### config.mk
export PLATFORM = sky130hd
export DESIGN_NAME = lzw_variable_width_code_unpacker
export DESIGN_NICKNAME = d
export VERILOG_FILES = /design/src/hw/rtl/lzwvu_pkg.sv /design/src/hw/rtl/lzwvu_step.sv /design/src/hw/rtl/lzw_variable_width_code_unpacker.sv
export SDC_FILE = /design/constraint.sdc
export NUM_CORES = 1
export LEC_CHECK = 0
export BUFFER_PORTS_ARGS = -buffer_cell sky130_fd_sc_hd__buf_4
export CELL_PAD_IN_SITES_DETAIL_PLACEMENT = 0
export CELL_PAD_IN_SITES_GLOBAL_PLACEMENT = 1
export CORE_ASPECT_RATIO = 1.2
export CORE_UTILIZATION = 44
export DETAILED_ROUTE_END_ITERATION = 7
export GPL_TIMING_DRIVEN = 0
export PLACE_DENSITY = 0.88
export SETUP_SLACK_MARGIN = 0.2
export SLEW_MARGIN = 15
export SYNTH_ARGS = -nofsm -noshare
export SYNTH_HDL_FRONTEND = slang
export SYNTH_SLANG_ARGS = --single-unit
### constraint.sdc
create_clock -name clk -period 7.25 [get_ports clk]
set_input_delay 1.0875 -clock clk [delete_from_list [all_inputs] [get_ports clk]]
set_output_delay 1.0875 -clock clk [all_outputs]
set_load 0.02 [all_outputs]
### src/hw/rtl/lzwvu_pkg.sv
`timescale 1ns / 1ps

package lzwvu_pkg;

	localparam int DEF_INIT_WIDTH = 9;
	localparam int DEF_MAX_WIDTH  = 16;

	localparam int BYTE_W     = 8;
	localparam int CODE_W     = 16;
	localparam int LIMIT_W    = 17;
	localparam int ACC_W      = 24;
	localparam int COUNT_W    = 5;
	localparam int CFG_IDX_W  = 3;
	localparam int CFG_DATA_W = 17;

	// register indexes of the configuration port
	typedef enum logic [CFG_IDX_W-1:0] {
		REG_MAX_BITS        = 3'd0,
		REG_MAX_MAX_CODE    = 3'd1,
		REG_CLEAR_CODE      = 3'd2,
		REG_SOH_CODE        = 3'd3,
		REG_STX_CODE        = 3'd4,
		REG_FIRST_FREE_CODE = 3'd5
	} cfg_reg_t;

	localparam logic [COUNT_W-1:0] RST_MAX_BITS        = 5'd16;
	localparam logic [LIMIT_W-1:0] RST_MAX_MAX_CODE    = 17'd65536;
	localparam logic [CODE_W-1:0]  RST_CLEAR_CODE      = 16'd256;
	localparam logic [CODE_W-1:0]  RST_SOH_CODE        = 16'd257;
	localparam logic [CODE_W-1:0]  RST_STX_CODE        = 16'd258;
	localparam logic [CODE_W-1:0]  RST_FIRST_FREE_CODE = 16'd259;

	typedef struct packed {
		logic [COUNT_W-1:0] max_bits;
		logic [LIMIT_W-1:0] max_max_code;
		logic [CODE_W-1:0]  clear_code;
		logic [CODE_W-1:0]  soh_code;
		logic [CODE_W-1:0]  stx_code;
		logic [CODE_W-1:0]  first_free_code;
	} cfg_t;

	typedef struct packed {
		logic [BYTE_W-1:0]  data_byte;
		logic               stream_end;
		logic [LIMIT_W-1:0] dict_next;
	} item_t;

	typedef struct packed {
		logic [CODE_W-1:0] code_value;
		logic              code_valid;
		logic              end_of_stream;
	} result_t;

endpackage

### src/hw/rtl/lzwvu_step.sv
`timescale 1ns / 1ps

module lzwvu_step #(
	parameter int INIT_WIDTH = lzwvu_pkg::DEF_INIT_WIDTH,
	parameter int MAX_WIDTH  = lzwvu_pkg::DEF_MAX_WIDTH
) (
	input  logic               clk,
	input  logic               arst_n,
	input  logic               en,
	input  lzwvu_pkg::item_t   item,
	input  lzwvu_pkg::cfg_t    cfg,
	output logic               has_result,
	output lzwvu_pkg::result_t res
);
	import lzwvu_pkg::*;

	localparam logic [COUNT_W-1:0] INIT_W    = COUNT_W'(INIT_WIDTH);
	localparam logic [COUNT_W-1:0] MAX_W     = COUNT_W'(MAX_WIDTH);
	localparam logic [LIMIT_W-1:0] INIT_LIM  = LIMIT_W'((1 << INIT_WIDTH) - 1);

	logic [ACC_W-1:0]   acc_q;
	logic [COUNT_W-1:0] bits_held_q;
	logic [COUNT_W-1:0] code_width_q;
	logic [LIMIT_W-1:0] width_limit_q;
	logic [COUNT_W-1:0] group_left_q;
	logic               discarding_q;
	logic               check_pending_q;

	logic [ACC_W-1:0]   acc_d;
	logic [COUNT_W-1:0] bits_d;
	logic [COUNT_W-1:0] cw_d;
	logic [LIMIT_W-1:0] lim_d;
	logic [COUNT_W-1:0] group_d;
	logic               disc_d;
	logic               chk_d;
	logic               have_code;
	logic [CODE_W-1:0]  code;
	logic [COUNT_W-1:0] cap;
	logic [LIMIT_W-1:0] code_mask;

	function automatic logic [LIMIT_W-1:0] ones_below(input logic [COUNT_W-1:0] w);
		return (LIMIT_W'(1) << w) - LIMIT_W'(1);
	endfunction

	// width cap: min(max_bits, MAX_WIDTH), never below the initial width
	always_comb begin
		cap = (cfg.max_bits < MAX_W) ? cfg.max_bits : MAX_W;
		if (cap < INIT_W) begin
			cap = INIT_W;
		end
	end

	always_comb begin
		acc_d     = acc_q;
		bits_d    = bits_held_q;
		cw_d      = code_width_q;
		lim_d     = width_limit_q;
		group_d   = group_left_q;
		disc_d    = discarding_q;
		chk_d     = check_pending_q;
		have_code = 1'b0;
		code      = '0;
		code_mask = '0;

		// width growth check for the code after the one last emitted
		if (check_pending_q) begin
			chk_d = 1'b0;
			if (item.dict_next > width_limit_q && code_width_q < cap) begin
				cw_d   = code_width_q + COUNT_W'(1);
				lim_d  = (cw_d == cfg.max_bits) ? cfg.max_max_code : ones_below(cw_d);
				acc_d  = '0;
				bits_d = '0;
				if (group_left_q != '0) begin
					disc_d = 1'b1;
				end
			end
		end

		if (disc_d) begin
			if (group_d != '0) begin
				group_d = group_d - COUNT_W'(1);
			end
			if (group_d == '0) begin
				disc_d = 1'b0;
			end
		end else begin
			if (group_d == '0) begin
				group_d = cw_d;
			end
			acc_d   = acc_d | (ACC_W'(item.data_byte) << bits_d);
			bits_d  = bits_d + COUNT_W'(BYTE_W);
			group_d = group_d - COUNT_W'(1);
			if (bits_d >= cw_d) begin
				code_mask = ones_below(cw_d);
				code      = acc_d[CODE_W-1:0] & code_mask[CODE_W-1:0];
				acc_d     = acc_d >> cw_d;
				bits_d    = bits_d - cw_d;
				have_code = 1'b1;
				chk_d     = 1'b1;
				// only clear, soh and stx inside the control range act as control
				if (code >= cfg.clear_code && code < cfg.first_free_code &&
				    (code == cfg.clear_code || code == cfg.soh_code ||
				     code == cfg.stx_code)) begin
					cw_d   = INIT_W;
					lim_d  = INIT_LIM;
					acc_d  = '0;
					bits_d = '0;
					if (group_d != '0) begin
						disc_d = 1'b1;
					end
				end
			end
			if (group_d == '0) begin
				acc_d  = '0;
				bits_d = '0;
			end
		end
	end

	assign has_result        = have_code | item.stream_end;
	assign res.code_value    = have_code ? code : '0;
	assign res.code_valid    = have_code;
	assign res.end_of_stream = item.stream_end;

	always_ff @(posedge clk or negedge arst_n) begin
		if (!arst_n) begin
			acc_q           <= '0;
			bits_held_q     <= '0;
			code_width_q    <= INIT_W;
			width_limit_q   <= INIT_LIM;
			group_left_q    <= '0;
			discarding_q    <= 1'b0;
			check_pending_q <= 1'b0;
		end else if (en) begin
			if (item.stream_end) begin
				acc_q           <= '0;
				bits_held_q     <= '0;
				code_width_q    <= INIT_W;
				width_limit_q   <= INIT_LIM;
				group_left_q    <= '0;
				discarding_q    <= 1'b0;
				check_pending_q <= 1'b0;
			end else begin
				acc_q           <= acc_d;
				bits_held_q     <= bits_d;
				code_width_q    <= cw_d;
				width_limit_q   <= lim_d;
				group_left_q    <= group_d;
				discarding_q    <= disc_d;
				check_pending_q <= chk_d;
			end
		end
	end

	// a code never stays whole in the accumulator past its byte
	a_bits_bound: assert property (@(posedge clk) disable iff (!arst_n)
		bits_held_q < COUNT_W'(CODE_W))
		else $error("bits held reached a full code width");

	a_width_range: assert property (@(posedge clk) disable iff (!arst_n)
		code_width_q >= INIT_W && code_width_q <= COUNT_W'(CODE_W))
		else $error("code width out of range");

	a_discard_group: assert property (@(posedge clk) disable iff (!arst_n)
		discarding_q |-> group_left_q != '0)
		else $error("discarding with no bytes left in the group");

	a_group_boundary: assert property (@(posedge clk) disable iff (!arst_n)
		group_left_q == '0 |-> bits_held_q == '0 && acc_q == '0)
		else $error("bits left over at a group boundary");

endmodule

### src/hw/rtl/lzw_variable_width_code_unpacker.sv
`timescale 1ns / 1ps

// Unpacks LSB-first variable width LZW codes from a byte stream.
// Input channel s_*: one compressed byte per transaction. s_tlast marks the
// last byte of a stream, s_tdata also carries the decoder's next free code
// so the unpacker can decide when the code width grows.
// Output channel m_*: at most one transaction per input byte. m_tuser is 1
// when m_tdata holds a completed code, m_tlast answers the stream's last
// byte (possibly with no code). Bytes that finish no code and are not last
// produce nothing.
// Configuration: cfg_we writes cfg_wdata to register cfg_index (0 max_bits,
// 1 max_max_code, 2 clear_code, 3 soh_code, 4 stx_code, 5 first_free_code);
// write only while no stream data is in flight.
// The input register holds each byte, then the unpack logic writes the
// output register that drives m_tvalid. Throughput is one byte per cycle
// while no pending result blocks the output, set by the accumulator update.
// Reset clears the stream state and loads the default configuration. When
// the receiver stalls with a result pending, a following byte that yields a
// result waits in the input register and s_tready drops; bytes with no result
// keep flowing.
module lzw_variable_width_code_unpacker #(
	parameter int INIT_WIDTH = lzwvu_pkg::DEF_INIT_WIDTH,
	parameter int MAX_WIDTH  = lzwvu_pkg::DEF_MAX_WIDTH
) (
	input  logic                                 clk,
	input  logic                                 arst_n,
	input  logic                                 s_tvalid,
	output logic                                 s_tready,
	input  logic [31:0]                          s_tdata,   // data_byte, dict_next
	input  logic                                 s_tlast,
	output logic                                 m_tvalid,
	input  logic                                 m_tready,
	output logic [15:0]                          m_tdata,   // code_value
	output logic                                 m_tuser,   // code_valid
	output logic                                 m_tlast,
	input  logic                                 cfg_we,
	input  logic [lzwvu_pkg::CFG_IDX_W-1:0]      cfg_index,
	input  logic [lzwvu_pkg::CFG_DATA_W-1:0]     cfg_wdata
);
	import lzwvu_pkg::*;

	cfg_t    cfg_q;
	item_t   item_s1;
	logic    valid_s1;
	result_t res_d;
	result_t res_q;
	logic    out_valid_q;
	logic    has_result;
	logic    proc_en;

	always_ff @(posedge clk or negedge arst_n) begin
		if (!arst_n) begin
			cfg_q.max_bits        <= RST_MAX_BITS;
			cfg_q.max_max_code    <= RST_MAX_MAX_CODE;
			cfg_q.clear_code      <= RST_CLEAR_CODE;
			cfg_q.soh_code        <= RST_SOH_CODE;
			cfg_q.stx_code        <= RST_STX_CODE;
			cfg_q.first_free_code <= RST_FIRST_FREE_CODE;
		end else if (cfg_we) begin
			unique case (cfg_index)
				REG_MAX_BITS:        cfg_q.max_bits        <= cfg_wdata[COUNT_W-1:0];
				REG_MAX_MAX_CODE:    cfg_q.max_max_code    <= cfg_wdata[LIMIT_W-1:0];
				REG_CLEAR_CODE:      cfg_q.clear_code      <= cfg_wdata[CODE_W-1:0];
				REG_SOH_CODE:        cfg_q.soh_code        <= cfg_wdata[CODE_W-1:0];
				REG_STX_CODE:        cfg_q.stx_code        <= cfg_wdata[CODE_W-1:0];
				REG_FIRST_FREE_CODE: cfg_q.first_free_code <= cfg_wdata[CODE_W-1:0];
				default: ;
			endcase
		end
	end

	// the held byte is consumed unless it makes a result and the output is blocked
	assign proc_en  = valid_s1 && (!out_valid_q || m_tready || !has_result);
	assign s_tready = !valid_s1 || proc_en;

	always_ff @(posedge clk or negedge arst_n) begin
		if (!arst_n) begin
			valid_s1 <= 1'b0;
		end else if (s_tready) begin
			valid_s1 <= s_tvalid;
		end
	end

	always_ff @(posedge clk) begin
		if (s_tvalid && s_tready) begin
			item_s1.data_byte  <= s_tdata[BYTE_W-1:0];
			item_s1.dict_next  <= s_tdata[BYTE_W+LIMIT_W-1:BYTE_W];
			item_s1.stream_end <= s_tlast;
		end
	end

	lzwvu_step #(
		.INIT_WIDTH (INIT_WIDTH),
		.MAX_WIDTH  (MAX_WIDTH)
	) u_step (
		.clk        (clk),
		.arst_n     (arst_n),
		.en         (proc_en),
		.item       (item_s1),
		.cfg        (cfg_q),
		.has_result (has_result),
		.res        (res_d)
	);

	always_ff @(posedge clk or negedge arst_n) begin
		if (!arst_n) begin
			out_valid_q <= 1'b0;
		end else if (proc_en && has_result) begin
			out_valid_q <= 1'b1;
		end else if (m_tready) begin
			out_valid_q <= 1'b0;
		end
	end

	always_ff @(posedge clk) begin
		if (proc_en && has_result) begin
			res_q <= res_d;
		end
	end

	assign m_tvalid = out_valid_q;
	assign m_tdata  = res_q.code_value;
	assign m_tuser  = res_q.code_valid;
	assign m_tlast  = res_q.end_of_stream;

endmodule
# [Yosys cells after proc, flatten, opt, wreduce, memory -nomap -nowiden]
# Cells that the tools add are included.
[word_totals] regBits=190 out_inout_bits=20 word_cells=130 n_memories=0 in_bits=58 latchBits=0 romBits=0 ram_bits=0
[classes] reduce_logical=28 n_addsub=7 eq_ne=9 mul=0 order_cmp=7 div_mod_pow=0 n_bitwise=5 shift=4 mux=49
[op_table] cell="$mux 24" count=7
[op_table] cell="$mux 17" count=7
[op_table] cell="$mux 5" count=21
[op_table] cell="$eq 16x16->1" count=3
[op_table] cell="$or 24x24->24" count=1
[op_table] cell="$shl 8x5->24" count=1
[op_table] cell="$shr 24x5->24" count=1
[op_table] cell="$gt 17x17->1" count=1
[op_table] cell="$shl 1x5->17 const A" count=1
[op_table] cell="$sub 17x2->17 const B" count=1
[op_table] cell="$and 16x16->16" count=1
[op_table] cell="$ge 16x16->1" count=1
[op_table] cell="$lt 16x16->1" count=1
[op_table] cell="$shl 1x5->16 const A" count=1
[op_table] cell="$sub 16x2->16 const B" count=1
[op_table] cell="$logic_not 5->1" count=3
[op_table] cell="$mux 1" count=14
[op_table] cell="$reduce_and 2->1" count=6
[op_table] cell="$reduce_bool 5->1" count=2
[op_table] cell="$sub 5x1->5 const B" count=2
[op_table] cell="$eq 3x2->1 const B" count=2
[op_table] cell="$eq 3x3->1 const B" count=2
[op_table] cell="$logic_and 1x1->1" count=6
[op_table] cell="$add 5x1->5 const B" count=1
[op_table] cell="other kinds (15)" count=22

# [Depth between registers and ports, before layout]
[logic_depth] depth_word=20 depth_mapped=35 depth_no_buf=30

# [Hierarchy]
# A second synthesis with hierarchy kept.
[hier_totals] hier_cells=1585 area_unflattened_um2=14813.0
[modules_own_cells] module="lzwvu_step" area_each_um2=9977.1 n_inst=1 seq_area_each_um2=1465.2 cells_each=1345
[modules_own_cells] module="lzw_variable_width_code_unpacker" area_each_um2=4835.9 n_inst=1 seq_area_each_um2=3535.9 cells_each=240

# [Worst setup path after synthesis]
# Ideal clock, no wire load.
[synth_path] path_type="register to register" start="register u_step.width_limit_q[8]" end="register u_step.code_width_q[0]" arrival_time_ps=7265 slack_ps=-90 setup_time_ps=75 t_required_ps=7175 path_stages_with_launch=35 n_path_buf=8 period_less_slack_ps=7340 path_cell_list="dfstp_2 inv_1 ha_1 nand4_1 o221ai_1 o21ai_1 and3_1 clkbuf_1 o211a_1 buf_1 clkbuf_1 clkbuf_1 nand4_1 ha_1 clkbuf_1 a222oi_1 nor4_1 or2_2 inv_1 ha_1 a21o_1 a21o_1 a21o_1 a21o_1 a21o_1 a221o_1 nor3_1 o21ai_0 nor4_2 nand2_1 buf_2 and3_1 buf_6 buf_6 mux2i_4"
[synth_between] elab_chain_len=15 word_cells_on_any_way=36 classes_between="add/sub (2); order compare (4); eq/ne (3); shift (2); mux (14); bitwise (3); reduce/logical (8)"
[synth_lines] item="start: declaration" line_no="lzwvu_step.sv:24" rtl="logic [LIMIT_W-1:0] width_limit_q;"
[synth_lines] item="start signal: assignment" line_no="lzwvu_step.sv:147" rtl="width_limit_q <= lim_d;"
[synth_lines] item="$gt 17x17->1 *" line_no="lzwvu_step.sv:68" rtl="if (item.dict_next > width_limit_q && code_width_q < cap) begin"
[synth_lines] item="$logic_and 1x1->1 *" line_no="lzwvu_step.sv:68"
[synth_lines] item="parallel branches: the longest is 13 deep, another holds $sub 16x2->16"
[synth_lines] item="end signal: assignment" line_no="lzwvu_step.sv:146" rtl="code_width_q <= cw_d;"
[synth_lines] item="end: declaration" line_no="lzwvu_step.sv:23" rtl="logic [COUNT_W-1:0] code_width_q;"
# Every way passes the cells marked *.
# A chain may end at the register's enable or synchronous reset.

# [Final worst setup path]
[layout_path] start="register u_step.width_limit_q[7]" end="register u_step.width_limit_q[16]"
[layout_between] elab_chain_len=15 word_cells_on_any_way=38 classes_between="add/sub (2); order compare (4); eq/ne (3); shift (2); mux (16); bitwise (3); reduce/logical (8)"
[layout_lines] item="$gt 17x17->1 *" line_no="lzwvu_step.sv:68"
[layout_lines] item="$logic_and 1x1->1 *" line_no="lzwvu_step.sv:68"
[layout_lines] item="parallel branches: the longest is 13 deep, another holds $sub 16x2->16"
# Marked as above.

==> summary.md <==
| Metric | Value |
|---|---|
| Post-Syn Nets | 1,733 |
| DRC errors left | 0 |
| Per-cell routed wire length | 29.6 um |
| Via density | 6.75 |
| Critical path peak fanout | 10 |
| Worst VDD drop | 0.207 mV |
| Starting Density | 45.1% |
| Post-Route WL | 64.8 mm |
| Worst-margin pin slew | 1.28 ns |
| Top cell type's share of synthesized area | 21.9% |
| Relative slew margins | 14.3% |
| Min setup slack post-route | -0.0198 ns |
| Drt pass-1 iters | 6 |
| CTS Sinks | 190 |
| DRT antenna net count | 0 |
| Finished Cell Area | 0.0175 mm2 |
| Cell count after synthesis | 1,609 |
| Pleak | 7.39 nW |
| Final setup fails | 3 |
| Seq/Total Area, Yosys | 35.0% |
| Synth cell types | 101 |
| DR iter-0 viols | 1,658 |
| CTS tree | done |
| R2r startpoint | u_step.width_limit_q[7] |
| Fmax achieved | 0.138 GHz |
| Core Area | 0.0316 mm2 |
| Unrepaired setup endpoints after global routing | yes |
| Largest net degree at the start of global routing | 110 |
| Row count | 71 |
| Power Density | 482 mW/mm2 |
| Die area | 0.0332 mm2 |
| Period utilization | 100% |
| Number of global-route vias before repair | 14,200 |
| I/O pins | 78 |
| Layout Skew | 0.0236 ns |
| Layout area overhead | 22.3% |
| H-tree levels | 4 |
| Crit end category | flop |
| Post-DP HPWL | 48.2 mm |
| Chip width | 166 um |
| Ys flop type | dfrtp_1 |
| EDFF count, synth | 44 |
| Critical path launch point | u_step.width_limit_q[7] |
| Critical Path RT | 7.60 ns |
| CP max stage cell | a222oi_1 |
| Num CTS Buffers | 17 |
| Number of hold violations in the final report | 0 |
| Dominant cell type by area after synthesis | dfrtp_1 |
| HP Class | in2async |
| MaxCap Viol Count | 0 |
| Dpl cell area | 0.0154 mm2 |
| Layout cell share with drive strength beyond 1 | 24.6% |
| CP most frequent cell | a21o_1 |
| Clock Latency Late Sink | 0.48 ns |
| Kind of critical path | reg2reg |
| Initial antenna violation count | 0 |
| Mapped cell area | 0.0143 mm2 |
| DR vias | 14,800 |
| Post-layout min period | 7.27 ns |
| Startpoint Class | flop |
| Diode count | 0 |
| Status | finished with violations |
| Largest cells by area after synthesis | dfrtp_1, edfxtp_1, mux2_2 |
| Slew Viols, Final | 0 |
| Failing checks | setup timing |
| Congestion Overflow GR | 0 |
| # nets final | 1,899 |
| Async SR Flop Fraction | 76.8% |
| Die height | 199 um |
| Port bufs | 69 |
| First-pass GRT wire length | 94.7 mm |
| Worst path top cell family by delay | compound AO/OA/AOI/OAI gates |
| Sum of negative setup slack | -0.0546 ns |
| Routability cong. | 1.05 |
| Clock Root Buffer | clkbuf_16 |
| Syn_area_per_cell | 8.87 um2 |
| Critical path buffers and inverters | 10 |
| Synth warn | 0 |
| Synth Register Bits | 190 |
| Critical path data arrival time | 7.62 ns |
| Critical path's largest stage delay | 0.60 ns |
| Overall Global Routing Usage | 39.3% |
| Worst-case clock buffer depth | 2 |
| Worst-path clk slew | 0.08 ns |
==> worst register-to-register path: cells and delay by family, from the launching register on <==
| family | cells | cell delay [ns] |
|---|---|---|
| AND/OR/NAND/NOR | 6 | 1.14 |
| flip-flops | 1 | 0.53 |
| adder cells (fa/ha/maj) | 3 | 0.65 |
| buffers and inverters | 10 | 1.43 |
| AO/OA/AOI/OAI | 15 | 3.40 |
==> through the flow <==
step / total power [mW] / utilization, % / hold WS [ns] / setup slack (ns) / instances
2_1_floorplan: 4.75 / - / 0.441 / 0.245 / 1609
3_3_place_gp: 6.61 / 48.4 / 0.466 / -3.01 / 2079
3_5_place_dp: 6.64 / 48.7 / 0.479 / -2.89 / 2084
4_1_cts: 8.01 / 53.9 / 0.497 / 0.0922 / 2174
5_1_grt: 8.72 / 55.2 / 0.514 / -0.243 / 2189
6_report: 8.41 / 55.2 / 0.492 / -0.0198 / 2189
==> state kept, by name, indices dropped and copies added, names as in the netlist <==
name / cells
cfg_q: 86
item_s1: 26
u_step.acc_q: 24
u_step.width_limit_q: 17
m_tdata: 16
u_step.bits_held_q: 5
u_step.code_width_q: 5
u_step.group_left_q: 5
m_tlast: 1
m_tuser: 1
m_tvalid: 1
u_step.check_pending_q: 1
u_step.discarding_q: 1
valid_s1: 1
==> cell usage in the layout, fill, tap and decap left out, types with 38 or more instances in the layout <==
cell,instances
edfxtp_1,44
a21oi_1,87
dfrtp_1,125
buf_4,130
nor2_1,106
nand2_1,142
mux2_2,82
clkbuf_1,60
inv_1,89
o21ai_0,114
nor3_1,38
nand3_1,38
ha_1,60
==> power breakdown <==
part | internal, mW | switching [mW]
clock | 0.505 | 0.477
combinational | 2.01 | 3.80
sequential | 1.40 | 0.206
total | 3.92 | 4.48
==> what timing repair did <==
action / in CTS / in global routing
buffers inserted: 56 / 13
setup endpoints to repair: 122 / 84
pin swaps: 40 / 31
resized for setup: 145 / 57
hold buffers: 0 / 0
cloned: 2 / 2
==> logic make-up (layout without fill, tap and decap cells) <==
| kind of cell | after synthesis | count (layout) | synth area share (%) |
|---|---|---|---|
| adders and majority gates | 67 | 67 | 5.86 |
| AOI/OAI and AO/OA | 519 | 519 | 25.7 |
| DFF | 190 | 190 | 35.0 |
| and+or+nand+nor | 480 | 480 | 16.5 |
| buffers and inverters | 209 | 388 | 5.99 |
| xor gates and xnor gates | 30 | 30 | 1.89 |
| muxes | 114 | 114 | 9.01 |
==> metal layers <==
metal	up-vias	GRT usage, %	wire [um]
li1	6372	-	-
met1	7256	47.5	25000
met2	886	63.7	30100
met3	266	6.93	4770
met4	0	28.2	4900
met5	-	0	0
==> final cells by class <==
cell class	count	area (um2)
fill	2901	14200
multi-input combinational	1210	8940
sequential	190	5000
timing repair buffer	147	1230
buffer	111	812
tap	401	502
clock buffer	20	458
inverter	98	380
clock inverter	12	126
==> Yosys cell counts (all sizes together) (41+ instances only) <==
| cell type | n |
|---|---|
| ha | 66 |
| clkbuf | 75 |
| edfxtp | 44 |
| a21oi | 89 |
| nand3 | 41 |
| inv | 96 |
| o21ai | 123 |
| nor2 | 107 |
| dfrtp | 125 |
| nand2 | 144 |
| nor3 | 43 |
| mux2 | 83 |
==> final timing paths <==
check	end	slack, ns	cells past startpoint
worst min register to register	u_step.width_limit_q[0]	0.50	2
max in group asynchronous	cfg_q[60]	5.84	2
worst max-delay path	u_step.width_limit_q[16]	-0.02	34
worst max register to register	u_step.width_limit_q[16]	-0.02	34
min in group clk	u_step.width_limit_q[0]	0.50	2
worst min-delay path	u_step.bits_held_q[0]	0.49	1
(Power assumes the default switching activity.)
